===== src/sv/sras_pkg.sv =====
// ----------------------------------------------------------------------------
// sras_pkg
// Shared constants and types of the SPI register access slave.
// ----------------------------------------------------------------------------
package sras_pkg;

   localparam int STORE_DEPTH_DEF = 1024;
   localparam int MAX_BURST_DEF   = 16;

   localparam int ADDR_W  = 16;
   localparam int BYTE_W  = 8;
   localparam int BURST_W = 5;

   localparam logic [BYTE_W-1:0] CMD_WRITE = 8'h20;
   localparam logic [BYTE_W-1:0] IDLE_BYTE = 8'hff;

   // frame phase
   localparam logic [1:0] PH_IDLE    = 2'd0;
   localparam logic [1:0] PH_ADDR_HI = 2'd1;
   localparam logic [1:0] PH_ADDR_LO = 2'd2;
   localparam logic [1:0] PH_DATA    = 2'd3;

   // command kind
   localparam logic [1:0] KIND_NONE    = 2'd0;
   localparam logic [1:0] KIND_WRITE   = 2'd1;
   localparam logic [1:0] KIND_READ    = 2'd2;
   localparam logic [1:0] KIND_UNKNOWN = 2'd3;

   // per-beat control from the frame decoder to the store and result path
   typedef struct packed {
      logic              wr_en;
      logic              mem_read;
      logic              wrote;
      logic              fault;
      logic [ADDR_W-1:0] addr;
      logic [BYTE_W-1:0] data;
   } slot_ctl_type;

endpackage


===== src/sv/sras_frame_dec.sv =====
// ----------------------------------------------------------------------------
// sras_frame_dec
// Frame decoder: command, address and burst tracking for each accepted byte.
// ----------------------------------------------------------------------------
module sras_frame_dec #(
   parameter int STORE_DEPTH = sras_pkg::STORE_DEPTH_DEF,
   parameter int MAX_BURST   = sras_pkg::MAX_BURST_DEF
) (
   input  logic                          clock,
   input  logic                          reset,
   input  logic                          accept,
   input  logic                          frame_start,
   input  logic [sras_pkg::BYTE_W-1:0]   mosi_byte,
   output sras_pkg::slot_ctl_type        ctl
);

   logic [1:0]                     phase_ff, phase_in;
   logic [1:0]                     kind_ff, kind_in;
   logic [sras_pkg::ADDR_W-1:0]    addr_ff, addr_in;
   logic [sras_pkg::BURST_W-1:0]   left_ff, left_in;
   logic [sras_pkg::BURST_W-1:0]   burst_raw;
   logic [sras_pkg::BURST_W-1:0]   burst_len;
   logic                           in_range;
   sras_pkg::slot_ctl_type         slot;

   assign burst_raw = {1'b0, mosi_byte[3:0]} + sras_pkg::BURST_W'(1);
   assign burst_len = (burst_raw > sras_pkg::BURST_W'(MAX_BURST))
                      ? sras_pkg::BURST_W'(MAX_BURST) : burst_raw;
   assign in_range  = {1'b0, addr_ff} < (sras_pkg::ADDR_W+1)'(STORE_DEPTH);

   always_comb begin
      phase_in = phase_ff;
      kind_in  = kind_ff;
      addr_in  = addr_ff;
      left_in  = left_ff;
      slot     = '0;
      slot.addr = addr_ff;
      slot.data = mosi_byte;
      if (frame_start) begin
         phase_in = sras_pkg::PH_ADDR_HI;
         addr_in  = '0;
         left_in  = '0;
         if (mosi_byte == sras_pkg::CMD_WRITE) begin
            kind_in = sras_pkg::KIND_WRITE;
         end else if (mosi_byte[7:4] == 4'h0) begin
            kind_in = sras_pkg::KIND_READ;
            left_in = burst_len;
         end else begin
            kind_in    = sras_pkg::KIND_UNKNOWN;
            slot.fault = 1'b1;
         end
      end else if (phase_ff == sras_pkg::PH_IDLE) begin
         // no frame open
      end else if (kind_ff == sras_pkg::KIND_UNKNOWN) begin
         slot.fault = 1'b1;
         if (phase_ff != sras_pkg::PH_DATA) begin
            phase_in = phase_ff + 2'd1;
         end
      end else begin
         case (phase_ff)
            sras_pkg::PH_ADDR_HI: begin
               addr_in  = {mosi_byte, 8'h00};
               phase_in = sras_pkg::PH_ADDR_LO;
            end
            sras_pkg::PH_ADDR_LO: begin
               addr_in  = addr_ff | {8'h00, mosi_byte};
               phase_in = sras_pkg::PH_DATA;
            end
            default: begin
               if (kind_ff == sras_pkg::KIND_WRITE) begin
                  if (in_range) begin
                     slot.wr_en = 1'b1;
                     slot.wrote = 1'b1;
                  end else begin
                     slot.fault = 1'b1;
                  end
                  addr_in = addr_ff + sras_pkg::ADDR_W'(1);
               end else if (kind_ff == sras_pkg::KIND_READ) begin
                  if (left_ff != '0) begin
                     if (in_range) begin
                        slot.mem_read = 1'b1;
                     end else begin
                        slot.fault = 1'b1;
                     end
                     addr_in = addr_ff + sras_pkg::ADDR_W'(1);
                     left_in = left_ff - sras_pkg::BURST_W'(1);
                  end
               end
            end
         endcase
      end
   end

   // store strobes only fire on an accepted beat
   always_comb begin
      ctl          = slot;
      ctl.wr_en    = slot.wr_en & accept;
      ctl.mem_read = slot.mem_read & accept;
   end

   always_ff @(posedge clock) begin
      if (reset) begin
         phase_ff <= sras_pkg::PH_IDLE;
         kind_ff  <= sras_pkg::KIND_NONE;
         addr_ff  <= '0;
         left_ff  <= '0;
      end else if (accept) begin
         phase_ff <= phase_in;
         kind_ff  <= kind_in;
         addr_ff  <= addr_in;
         left_ff  <= left_in;
      end
   end

endmodule


===== config.mk =====
export PLATFORM = sky130hd
export DESIGN_NAME = sras_frame_dec
export DESIGN_NICKNAME = d
export VERILOG_FILES = /design/src/sv/sras_pkg.sv /design/src/sv/sras_frame_dec.sv
export SDC_FILE = /design/constraint.sdc
export NUM_CORES = 1
export LEC_CHECK = 0
export BUFFER_PORTS_ARGS = -buffer_cell sky130_fd_sc_hd__buf_2
export CAP_MARGIN = 10
export CORE_MARGIN = 8
export CORE_UTILIZATION = 50
export CTS_CLUSTER_DIAMETER = 50
export CTS_CLUSTER_SIZE = 16
export DETAILED_ROUTE_END_ITERATION = 10
export PLACE_DENSITY = 0.85
export SLEW_MARGIN = 40
export SYNTH_ARGS = -nofsm -noshare
export SYNTH_HDL_FRONTEND = slang
export SYNTH_SLANG_ARGS = --single-unit

===== constraint.sdc =====
create_clock -name clock -period 1.9 [get_ports clock]
set_input_delay 0.38 -clock clock [delete_from_list [all_inputs] [get_ports clock]]
set_output_delay 0.38 -clock clock [all_outputs]
set_load 0.005 [all_outputs]

==> results of run 1 <==
==> flip-flops by register name (all words and copies together), names as in the netlist <==
signal / flops
addr_ff: 16
left_ff: 5
kind_ff: 2
phase_ff: 2
==> report_power, final <==
part           total (W)  switching, W  internal (W)
Combinational   0.000444      0.000232      0.000212
Clock           0.000345      0.000196      0.000149
Sequential      0.000554     0.0000179      0.000536
==> final cells by class <==
type	count	area (µm²)
Clock buffer	3	41.3
Clock inverter	1	7.51
Fill cell	291	1120
Inverter	10	42.5
Multi-Input combinational cell	207	1540
Sequential cell	25	512
Tap cell	50	62.6
Timing Repair Buffer	91	642
==> per-layer routing <==
metal | GRT usage | part of all wire
met5 | 0 | 0
met4 | 0.0727 | 0.030
met3 | 0.0391 | 0.089
met2 | 0.336 | 0.47
met1 | 0.253 | 0.41
==> cells in the final DEF, fill, tap and decap left out, types with 4 or more instances in the layout <==
cell,n
a2111o_1,4
a211oi_1,5
a21oi_1,13
a21oi_2,4
a31oi_1,5
and3_1,6
buf_2,39
buf_4,44
buf_6,5
dfxtp_1,18
dfxtp_2,6
ha_1,5
ha_4,4
inv_1,6
nand2_1,23
nand3_1,11
nor2_1,21
nor3_1,9
nor4_1,6
o211ai_1,4
o21a_1,4
o21ai_0,7
o21ai_1,4
==> repair_timing <==
action,in CTS,in global routing
gates resized for setup,20,31
hold buffers,0,0
endpoints found under the setup margin,17,25
gates cloned,1,0
buffers inserted,6,8
pin swaps,22,23
==> synth_stat cells, types with 2 or more instances <==
library cell,count,area [µm²]
a2111o_1,4,45.0
a211o_1,3,26.3
a211oi_1,7,52.6
a21boi_0,2,15.0
a21o_1,2,15.0
a21oi_1,17,85.1
a221oi_1,2,17.5
a31o_2,2,17.5
a31oi_1,5,31.3
a32oi_1,2,17.5
and3_1,6,37.5
and4_1,2,17.5
buf_1,2,7.51
buf_4,8,60.1
buf_6,2,22.5
clkbuf_1,11,41.3
dfxtp_1,25,500
ha_1,9,113
inv_1,10,37.5
mux2i_1,2,20.0
nand2_1,25,93.8
nand2b_1,2,12.5
nand3_1,11,55.1
nand4_1,2,12.5
nor2_1,21,78.8
nor2b_1,4,25.0
nor3_1,10,50.1
nor4_1,10,62.6
nor4b_1,2,17.5
o211ai_1,4,30.0
o21a_1,4,30.0
o21ai_0,10,50.1
o21ai_1,3,15.0
o21ba_2,2,20.0
o41ai_1,2,17.5
xnor2_1,2,17.5
==> metrics by stage <==
step	utilization	setup WS [ps]	TNS, ps	total power, W	cell area (µm²)
after floorplan	-	3.51	0	0.000784	2080
after global routing	0.718	-391	-2390	0.00140	2850
after CTS	0.677	-200	-482	0.00129	2690
after detailed placement	0.630	-133	-556	0.000909	2500
after global placement	0.630	-57.4	-85.5	0.000901	2500
final	0.718	-314	-1000	0.00134	2850
==> cells by family (layout without fill, tap and decap cells) <==
| group | count (synthesis) | count (layout) |
|---|---|---|
| simple gates | 108 | 108 |
| compound gates | 85 | 85 |
| buf+inv | 34 | 105 |
| flops | 25 | 25 |
| fa+ha+maj | 9 | 9 |
| xor+xnor | 3 | 3 |
| mux | 2 | 2 |
==> worst min path at each step <==
stage / start / end / slack, ps
3_5_place_dp: addr_ff[1] / addr_ff[1] / 510
3_3_place_gp: addr_ff[11] / addr_ff[11] / 510
2_1_floorplan: phase_ff[1] / phase_ff[1] / 490
4_1_cts: reset / addr_ff[15] / 380
6_report: reset / addr_ff[15] / 370
5_1_grt: reset / addr_ff[15] / 370
==> worst reg2reg max path: stages, from the launching register on <==
cell,delay [ps]
dfxtp_4,390
inv_4,50
buf_6,110
ha_4,160
or4_4,540
o221ai_4,240
buf_12,160
mux2i_1,180
nor3_1,50
==> reports/metrics.yaml, run 1 <==
die:
  row_count: 23
  die_x_um: 80.2
  dieArea_mm2: 0.00643
  die_h_um: 80.2
  ioPinCount: 40
  core_area_mm2: 0.00397
  start_util: 0.519
synthesis:
  ys_seq_elements: 25
  synth_compound_gate_area_share: 0.317
  synth_flop_cell: "dfxtp_1"
  synth_edf_count: 0
  yosysUniqueCellTypes: 65
  syn-num-nets: 287
  muxShareOfSynthArea: 0.00971
  netlist_area_mm2: 0.00206
  synth-xor-area-share: 0.0128
  synthSimpleGateAreaFrac: 0.279
  async_flop_share: 0
  synth_adder_area_share: 0.0546
  synth_warnings: 0
  netlist_instances: 266
  ys_seq_area_frac: 0.243
  synth_top_family_by_area: "compound AO/OA/AOI/OAI gates"
  avgSynthCellArea_um2: 7.75
setup_path:
  crit_cells: 8
  critical_path_arrival_ps: 1830
  timing.rr.start: "phase_ff[1]"
  r2r_slack_ps: -80
  cp_slowest_cell: "dfxtp_2"
  r2r_cells: 8
  startpoint: "left_ff[0]"
  critPathCapture: "ctl[24]"
  max_stage_delay_ps: 340
  cp.required_ps: 1520
  crit_type: "register to output pin"
  crit_family: "compound AO/OA/AOI/OAI gates"
  crit_buf_inv: 2
  reg2reg_to: "addr_ff[6]"
  cp-start-kind: "register"
  crit_fanout: 2
  crit_path_end_kind: "output pin"
  worstPathCellList: "inv_2 > ha_4 > nor4b_4 > nor2_1 > o211ai_1 > a211oi_2 > a31o_2 > buf_2"
power_and_ir_drop:
  p_leak_nw: 1.16
  power_density_mw_per_mm2: 471
  max-vdd-ir-drop_v: 0.000282
route:
  wirelength_um: 6750
  drt_iter0_markers: 285
  drc: 0
  routed_via_density: 6.30
  avgRoutedWirePerCell_um: 17.4
  drtPass1Iterations: 5
  vias: 2437
  ant_nets: 0
clock_network:
  insertion_delay_ps: 280
  clk_path_buf_depth: 2
  cts_buffers: 3
  clock_tree.root_cell: "clkbuf_8"
  htree_levels: 1
  cts_sinks: 25
  worst_setup_hold_path_clk_slew_ps: 90
  cts_tree: "yes"
flow_run:
  cap_violations: 0
sta:
  fmax_mhz: 452
  drv_slew: 0
  slew_headroom: 0.731
  finClkSkew_ps: 7.33
  hold_ws_ps: 373
  setup_viol: 19
  rsz0062_at_grt: "true"
  tightest_slew_ps: 403
  final-hold-violation-count: 0
  setup_ws_ps: -314
  fin_crit_ps: 2210
  finalCritPeriodShare: 1.17
worst_hold_path:
  min_path_type: "input port to register"
  hold-path-cell-count: 2
finish:
  antennaDiodeCount: 0
  drive_gt1_frac: 0.421
  instances_no_fill: 387
  fin_nets: 359
  area_growth_pct: 38.3
place:
  dp_hpwl_um: 4660
  gp_congestion: 0.908
  io_buffers: 39
  placedCellCount: 370
global_route:
  overflow: 0
  grt_pass1_wl_um: 10800
  grt_use_total: 0.203
  grt_pass1_vias: 2343
  antenna_found_initial: 0
  grt_max_degree: 22
outcome:
  violations: "negative setup slack"
  status: "finished with violations"
(Power assumes the default switching activity.)
==> inputs of run 2 (changes only) <==
Settings changed: CELL_PAD_IN_SITES_DETAIL_PLACEMENT set to 1, CELL_PAD_IN_SITES_GLOBAL_PLACEMENT set to 2, CORE_UTILIZATION 50 to 29, PLACE_DENSITY 0.85 to 0.86.
==> reports/metrics.yaml, run 2 (synthesis results as in run 1) <==
finish:
  largest_reg_flops: 16  # unchanged
  area_growth_pct: 45.2
  drive_gt1_frac: 0.443  # +0.0221
  design_area_mm2: 0.00299  # +5.0%
  antennaDiodeCount: 0  # unchanged
  layout_commonest_cell: "buf_4"
  biggestRegsByFlops: "addr_ff x16, left_ff x5"
  layout_common_cells: "buf_4 (51), buf_2 (37), nand2_1 (22), dfxtp_1 (20), nor2_1 (18)"
  fin_nets: 367  # +2.2%
  largest-register: "addr_ff"
setup_path:
  r2r_slack_ps: -100  # -20 ps
  cp-start-kind: "register"
  timing.rr.start: "left_ff[0]"
  crit_path_end_kind: "output pin"
  max_stage_delay_ps: 340  # about the same
  crit_family: "compound AO/OA/AOI/OAI gates"
  crit_type: "register to output pin"
  cp_slowest_cell: "dfxtp_2"
  cp.required_ps: 1520  # about the same
  r2r_cells: 7  # -1
  crit_fanout: 2  # unchanged
  crit_buf_inv: 2  # unchanged
  worstPathCellList: "inv_2 > ha_4 > nor4b_4 > nor2_2 > o211ai_1 > a211oi_2 > a31o_2 > buf_6"
  critical_path_arrival_ps: 1790  # -40 ps
  reg2reg_to: "addr_ff[14]"
sta:
  finalCritPeriodShare: 1.14  # -0.0245
  finClkSkew_ps: 4.00  # -3.33 ps
  setup_viol: 12  # -7
  final-hold-violation-count: 0  # unchanged
  setup_ws_ps: -267  # +46.5 ps
  slew_headroom: 0.709  # -0.0226
  fmax_mhz: 461  # +2.1%
  tightest_slew_ps: 436  # +33.8 ps
  rsz0062_at_grt: "true"
  fin_crit_ps: 2170  # -46.5 ps
  drv_slew: 0  # unchanged
  finalSetupTns_ps: -1030  # -24.1 ps
die:
  dieArea_mm2: 0.0101  # +56%
  row_count: 30  # +30%
  die_h_um: 100  # +25%
  die_x_um: 100  # +25%
  core_area_mm2: 0.00683  # +72%
  ioPinCount: 40  # unchanged
  start_util: 0.302  # -0.217
clock_network:
  cts_sinks: 25  # unchanged
  cts_tree: "yes"
  cts_buffers: 3  # unchanged
  clk_path_buf_depth: 2  # unchanged
  insertion_delay_ps: 280  # about the same
  clock_tree.root_cell: "clkbuf_8"
  ctsHoldBuffers: 0  # unchanged
  worst_setup_hold_path_clk_slew_ps: 100  # about the same
  htree_levels: 1  # unchanged
flow_run:
  cap_violations: 0  # unchanged
route:
  drtPass1Iterations: 4  # -1
  drt_iter0_markers: 89  # -69%
  ant_nets: 0  # unchanged
  routed_via_density: 5.39  # -14%
  wirelength_um: 7860  # +17%
  drc: 0  # unchanged
  vias: 2378  # -2.4%
  avgRoutedWirePerCell_um: 17.8  # +2.3%
power_and_ir_drop:
  max-vdd-ir-drop_v: 0.000359  # +27%
  power_density_mw_per_mm2: 453  # -3.9%
  p_leak_nw: 1.21  # +4.3%
  power.total_w: 0.00136  # +0.85%
outcome:
  violations: "negative setup slack"
  status: "finished with violations"
global_route:
  grt_pass1_vias: 2492  # +6.4%
  grt_pass1_wl_um: 13000  # +20%
  grt_use_total: 0.159  # -0.0440
  grt_max_degree: 29  # +32%
  antenna_found_initial: 0  # unchanged
  overflow: 0  # unchanged
place:
  place_ws_ps: -73.9  # +59.5 ps
  dp_hpwl_um: 5920  # +27%
  io_buffers: 39  # unchanged
  gp_congestion: 0.833  # -8.3%
  placed_area_mm2: 0.00268  # +7.3%
worst_hold_path:
  min_path_type: "input port to register"
  min_to: "addr_ff[5]"
  hold-path-cell-count: 3  # +1
  holdCritStartpoint: "reset"
==> run 2: tightest hold or removal path: cells and delay by family <==
family | cells | cell delay [ps]
buffers and inverters | 2 | 340
AOI/OAI and AO/OA | 1 | 40
==> run 2: what timing repair did <==
item	4_1_cts	5_1_grt
hold endpoints to repair	0	0
endpoints found under the setup margin	24	25
setup buffers	6	2
gates resized for setup	34	21
pin swaps	24	19
==> run 2: layout make-up <==
class	count	area, µm²
clock buffers	3	41.3
clock inverters	1	5.00
fillers	852	3840
inverters	10	40.0
multi-input cells	207	1570
flip-flops and latches	25	507
well taps	96	120
repair buffers	99	713
==> run 2: worst max path at each step <==
stage                           start          end  slack [ps]  cells after the start
after floorplan           phase_ff[1]  addr_ff[14]           4                      8
after global placement     left_ff[0]  addr_ff[14]         -30                      7
after detailed placement  phase_ff[1]  addr_ff[14]         -70                      7
after CTS                  left_ff[1]      ctl[24]        -200                      8
after global routing       left_ff[0]      ctl[24]        -370                      8
final                      left_ff[0]      ctl[24]        -270                      8
==> run 2: where the power goes <==
| group | leakage [nW] | internal, W | total (W) | switching [W] |
|---|---|---|---|---|
| combinational | 0.982 | 0.000217 | 0.000457 | 0.000240 |
| sequential | 0.205 | 0.000537 | 0.000555 | 0.0000172 |
| clock | 0.0255 | 0.000147 | 0.000344 | 0.000196 |
| total | 1.21 | 0.000902 | 0.00136 | 0.000453 |
==> run 2: layer usage <==
| layer | vias to the layer above | routed length [µm] | part of all wire | GRT usage |
|---|---|---|---|---|
| met5 | - | 0 | 0 | 0 |
| met2 | 48 | 3890 | 0.49 | 0.275 |
| met3 | 8 | 290 | 0.037 | 0.0235 |
| li1 | 1165 | - | - | - |
| met1 | 1157 | 3580 | 0.46 | 0.198 |
| met4 | 0 | 105 | 0.013 | 0.0419 |
==> run 2: stage by stage <==
step | util | hold slack [ps] | cells
after floorplan | - | 487 | 266
after global placement | 0.393 | 512 | 431
after detailed placement | 0.393 | 531 | 431
after CTS | 0.427 | 514 | 441
after global routing | 0.438 | 548 | 441
final | 0.438 | 533 | 441
